==> config.mk <==
export PLATFORM = sky130hd
export DESIGN_NAME = hbmt_front
export DESIGN_NICKNAME = d
export VERILOG_FILES = /design/src/hdl/hbmt_pkg.sv /design/src/hdl/hbmt_front.sv
export SDC_FILE = /design/constraint.sdc
export NUM_CORES = 1
export LEC_CHECK = 0
export CORE_MARGIN = 2
export CORE_UTILIZATION = 63
export DETAILED_ROUTE_END_ITERATION = 10
export DONT_BUFFER_PORTS = 1
export GPL_TIMING_DRIVEN = 0
export MAX_ROUTING_LAYER = met4
export PLACE_DENSITY = 0.79
export SYNTH_ARGS = -nofsm -noshare
export SYNTH_HDL_FRONTEND = slang
export SYNTH_SLANG_ARGS = --single-unit
==> constraint.sdc <==
create_clock -name clk -period 7.5 [get_ports clk]
set_input_delay 1.125 -clock clk [delete_from_list [all_inputs] [get_ports clk]]
set_output_delay 1.125 -clock clk [all_outputs]
set_load 0.005 [all_outputs]
==> src/hdl/hbmt_pkg.sv <==
// Shared types, codes and helpers of the heartbeat membership table.
`timescale 1ns / 1ps
package hbmt_pkg;

	localparam int TABLE_DEPTH_DEF = 32;

	typedef enum logic [1:0] {
		FN_TICK   = 2'd0,
		FN_JREQ   = 2'd1,
		FN_JREP   = 2'd2,
		FN_GOSSIP = 2'd3
	} func_t;

	localparam logic [2:0] ST_TICK       = 3'd0;
	localparam logic [2:0] ST_UPDATED    = 3'd1;
	localparam logic [2:0] ST_UNCHANGED  = 3'd2;
	localparam logic [2:0] ST_APPENDED   = 3'd3;
	localparam logic [2:0] ST_STALE      = 3'd4;
	localparam logic [2:0] ST_FULL       = 3'd5;
	localparam logic [2:0] ST_NOT_JOINED = 3'd6;
	localparam logic [2:0] ST_OWN_ID     = 3'd7;

	localparam logic [2:0] REG_OWN_ID     = 3'd0;
	localparam logic [2:0] REG_OWN_PORT   = 3'd1;
	localparam logic [2:0] REG_INTRO_ID   = 3'd2;
	localparam logic [2:0] REG_FAIL_LIM   = 3'd3;
	localparam logic [2:0] REG_REMOVE_LIM = 3'd4;

	typedef struct packed {
		logic [31:0] id;
		logic [15:0] port;
		logic [31:0] beat;
		logic [31:0] stamp;
	} entry_t;

	typedef struct packed {
		func_t  func;
		logic   own_match;
		entry_t ent;
	} item_t;

	typedef struct packed {
		logic [31:0] own_id;
		logic [15:0] fail_limit;
		logic [15:0] remove_limit;
		logic        join_set;
	} cfg_t;

	// True when tick - stamp, both signed, exceeds the unsigned limit.
	function automatic logic age_over(input logic [31:0] tick, input logic [31:0] stamp,
			input logic [15:0] limit);
		logic signed [33:0] diff;
		diff = $signed({{2{tick[31]}}, tick}) - $signed({{2{stamp[31]}}, stamp});
		return diff > $signed({18'd0, limit});
	endfunction

endpackage

==> src/hdl/hbmt_front.sv <==
// Front end: accepts items, classifies them and holds them in a two-entry queue.
`timescale 1ns / 1ps
module hbmt_front (
	input  logic           clk,
	input  logic           arst_n,
	input  logic           valid,
	output logic           stall,
	input  logic [1:0]     func,
	input  logic [31:0]    member_id,
	input  logic [15:0]    member_port,
	input  logic [31:0]    member_beat,
	input  logic [31:0]    member_stamp,
	input  logic [31:0]    own_id,
	output logic           q_valid,
	output hbmt_pkg::item_t q_item,
	input  logic           q_pop
);
	import hbmt_pkg::*;

	item_t      slot_q [2];
	logic       wptr_q, rptr_q;
	logic [1:0] cnt_q;
	item_t      item_in;
	logic       push;

	always_comb begin
		item_in.func      = func_t'(func);
		item_in.own_match = (member_id == own_id);
		item_in.ent.id    = member_id;
		item_in.ent.port  = member_port;
		item_in.ent.beat  = member_beat;
		item_in.ent.stamp = member_stamp;
	end

	assign stall   = (cnt_q == 2'd2);
	assign push    = valid && !stall;
	assign q_valid = (cnt_q != 2'd0);
	assign q_item  = slot_q[rptr_q];

	always_ff @(posedge clk) begin
		if (push) begin
			slot_q[wptr_q] <= item_in;
		end
	end

	always_ff @(posedge clk or negedge arst_n) begin
		if (!arst_n) begin
			wptr_q <= 1'b0;
			rptr_q <= 1'b0;
			cnt_q  <= 2'd0;
		end else begin
			if (push) begin
				wptr_q <= !wptr_q;
			end
			if (q_pop) begin
				rptr_q <= !rptr_q;
			end
			cnt_q <= cnt_q + {1'b0, push} - {1'b0, q_pop};
		end
	end
endmodule

# Yosys cells after proc, flatten, opt, wreduce, memory -nomap -nowiden
# Memory sizes are Yosys's and may differ from the RTL's.
# Cells that the tools add are included.
dict set report word_totals {
  reg_bits 4
  latchBits 0
  mem_bits_rw 230
  mem_bits_ro 0
  input_bits 150
  output_inout_bits 117
  wordCells 15
  n_memories 1
}
dict set report op_classes {
  add_sub_neg 2
  mul 0
  div_mod_pow 0
  magnitude_cmp 0
  eq_ne 2
  n_shift 0
  muxes 2
  bitwise 0
  reduce_logical 5
}
# name words width read_ports rd_ports_with_merged_regs wr line_no
set memory_table {}
lappend memory_table {slot_q 2 115 1 0 1 hbmt_front.sv:20} ;# item_t slot_q [2];
# op n
set op_table {}
lappend op_table {{equality test 32 bit} 1}
lappend op_table {{logical NOT 1 bit} 3}
lappend op_table {{adder 2 x 1 -> 2 bit} 1}
lappend op_table {{equality test 2 bit (second input constant)} 1}
lappend op_table {{two-way mux 1 bit} 2}
lappend op_table {{nonzero test 2 bit} 1}
lappend op_table {{subtractor 2 x 1 -> 2 bit} 1}
lappend op_table {{logical AND 1 bit} 1}

# Depth between registers and ports, before layout
dict set report depth {
  depth_word 5
  depth_mapped 7
}

# Worst setup path before layout
# Ideal clock, no wire load.
dict set report synth_path {
  path_type {input -> register}
  from {input valid}
  to {memory slot_q[0][0] in the netlist's numbering (enable)}
  setup_time_ns 0.590
  t_arrival_ns 6.000
  t_required_ns 6.910
  path_slack_ns 0.910
  stages 2
  path_buffers 0
  path_cell_list {nand2_1 > nor2_1}
}
dict set report synth_between {
  elab_chain_cells 3
}
# item line_no
set synth_lines {}
lappend synth_lines {{start, declared} hbmt_front.sv:6} ;# input logic valid,
lappend synth_lines {{logical AND 1 bit} hbmt_front.sv:36} ;# assign push = valid && !stall;
lappend synth_lines {{two-way mux 1 bit} hbmt_front.sv:41} ;# if (push) begin
lappend synth_lines {{two-way mux 1 bit (not written as such)} hbmt_front.sv:42} ;# slot_q[wptr_q] <= item_in;
lappend synth_lines {{end, declared} hbmt_front.sv:20}
# Every way passes these cells.

==> flow_summary.toml <==
[setup_path]
path_common_cell = "buf_6"
path_buf_inv = 3
cp_cell_sequence = "buf_6 > buf_6 > buf_6 > mux2_4"
worstSetupStartpointType = "register"
required_ps = 6380
endpoint_kind = "primary output"
crit_type = "register to primary output"
max_stage_delay_ps = 350
critical_path.slowest_cell = "mux2_4"
crit_family = "buffers and inverters"
cp.arrival_ps = 1690
crit_fanout = 10

[floorplan]
initial_utilization = 0.646
dieArea_um2 = 15200
coreArea_um2 = 13900
die_h_um = 123
die_x_um = 123
std_cell_rows = 43
io_pins = 267

[route]
vias = 3860
drt-total-wl_um = 16100
ant_nets = 0
routed_via_density = 6.00
drtIter0Drc = 227
routedWlPerCell_um = 25.0
drc = 0
dr.pass1.iters = 4

[clock_tree]
cts_setup_buffers = 0
cts_root_buffer = "clkbuf_16"
ctsResizeCount = 0
path_clk_slew_ps = 60
cts-hold-fix-buffers = 0
ctsHtreeMaxLevel = 1
clockBufferDepth = 3
clk_latency_ps = 490
cts.sinks = 234
cts_made_buffers = 23
cts_tree = "yes"

[timing]
rsz0062_at_grt = "false"
setup_tns_ps = 0
worst-slew-pin-transition_ps = 776
setup_ws_ps = 4690
post-route-period-util = 0.375
finalHoldViolations = 0
fin_crit_ps = 2810
fmax_ghz = 0.355
slew_headroom = 0.482
slew_viol_final = 0
finalSetupViolCount = 0
skew_ps = 6.85
whs_ps = 330

[pwr]
seqPwrFrac = 0.461
p_clk_frac = 0.290
peakVddDrop_v = 0.000270
pwr-share-comb = 0.249
p_int_mw = 2.99
p_switching_mw = 1.05
cellLeakagePower_nw = 3.50
cellPowerDensity_nw_per_um2 = 398
netSwitchingFraction = 0.260

[logic_synthesis]
synth.most_common_cell = "edfxtp_1"
synthTopCellsByArea = "edfxtp_1 (77%), mux2_2 (9.4%), mux2_4 (6.7%), xor2_1 (3.2%), dfrtp_1 (1.1%)"
synth_top_area_frac = 0.768
synth.avg_cell_area_um2 = 21.5
yosys_warnings = 0
synth_top_cell_by_area = "edfxtp_1"
synthTopCellsByCount = "edfxtp_1 (230), mux2_2 (75), mux2_4 (40)"
syn_nets = 570
netlist_area_um2 = 8990
ys.flop_type = "edfxtp_1"
async_flop_share = 0.0171
synth_cell_types = 17
syn_inst = 418
synth-seq-cells = 234
ys_seq_area_frac = 0.779
synth_edf_count = 230

[grt]
antenna_found_initial = 0
grt_max_degree = 64
grt_pass1_wl_um = 22300
grt_overflow_total = 0
track_usage = 0.207
grt_pass1_vias = 4074

[place]
io_buffer_count = 0
place_congestion = 0.761
dp_slack_ps = 4910
dp_hpwl_um = 10900
dpl.cell_count = 603

[flow_run]
maxCapViolations = 0

[layout]
fill_cells = 793
final_util = 0.727
syn_to_final_growth_pct = 12.6
multi_input_area_um2 = 1890
final_cells = 643
drive_gt1_frac = 0.363
final-seq-area_um2 = 7010
insertedDiodeCount = 0
final_nets = 600

[hold_path]
hp-class = "primary input to asynchronous set/reset pin"

[run_status]
status = "completed"
==> worst paths after layout <==
kind / from / end / slack [ps] / depth (start not counted)
worst max register to register: cnt_q[1] / slot_q[1][110] / 5520 / 3
worst min-delay path: arst_n / rptr_q / 330 / 0
max in group asynchronous: arst_n / cnt_q[0] / 7100 / 0
min in group clk: cnt_q[0] / cnt_q[0] / 520 / 1
worst min register to register: cnt_q[0] / cnt_q[0] / 520 / 1
worst max-delay path: rptr_q / q_item[94] / 4690 / 4
==> registers in the layout (all words and copies together) (netlist names) <==
register  count
cnt_q         2
rptr_q        1
slot_q      230
wptr_q        1
==> placed cells by master, fill, tap and decap left out, drive strengths merged <==
cell,instances
inv,2
clkinv,10
edfxtp,230
and3,1
or2,1
nand4,2
xnor2,3
ha,2
nor4,8
nand2,1
nor2,2
buf,18
xor2,33
nand2b,1
bufinv,5
clkbuf,25
mux2,115
dfrtp,4
==> area by class of cell <==
class                   instances  share of cell area
multi-input cells             169               0.187
flip-flops and latches        234               0.692
inverters                       2            0.000741
well taps                     180              0.0222
repair buffers                  5              0.0121
clock buffers                  25              0.0576
plain buffers                  13              0.0101
clock inverters                15              0.0190
==> per-stage QoR <==
step	power, mW	instance area [um^2]
floorplan	2.67	8990
global placement	2.89	9220
detailed placement	2.90	9360
CTS	4.08	10100
global route	4.20	10100
finish	4.03	10100
==> power by group through the flow <==
stage               combinational, mW  clock [mW]  sequential, mW
detailed placement               1.02           0            1.88
global placement                0.948           0            1.94
CTS                              1.03        1.19            1.86
floorplan                       0.761           0            1.91
global route                     1.08        1.24            1.88
finish                           1.01        1.17            1.86
==> per-layer routing <==
layer / vias up / share of wire / track usage
met3: 34 / 0.10 / 0.0752
met2: 209 / 0.55 / 0.366
met1: 1924 / 0.32 / 0.212
li1: 1693 / - / -
met4: 0 / 0.026 / 0.0689
met5: - / 0 / -
==> worst reg2reg max path, delay by kind of cell (launching register included) <==
kind	cells	cell delay, ps
and+or+nand+nor	2	820
DFF	1	410
buffers and inverters	1	370
==> kinds of logic after synthesis <==
logic type	after synthesis	synth area share
xor gates and xnor gates	36	0.0351
muxes	115	0.161
buffers and inverters	15	0.0122
and+or+nand+nor	16	0.0103
DFF	234	0.779
adders and majority gates	2	0.00278
(Power assumes the default switching activity.)
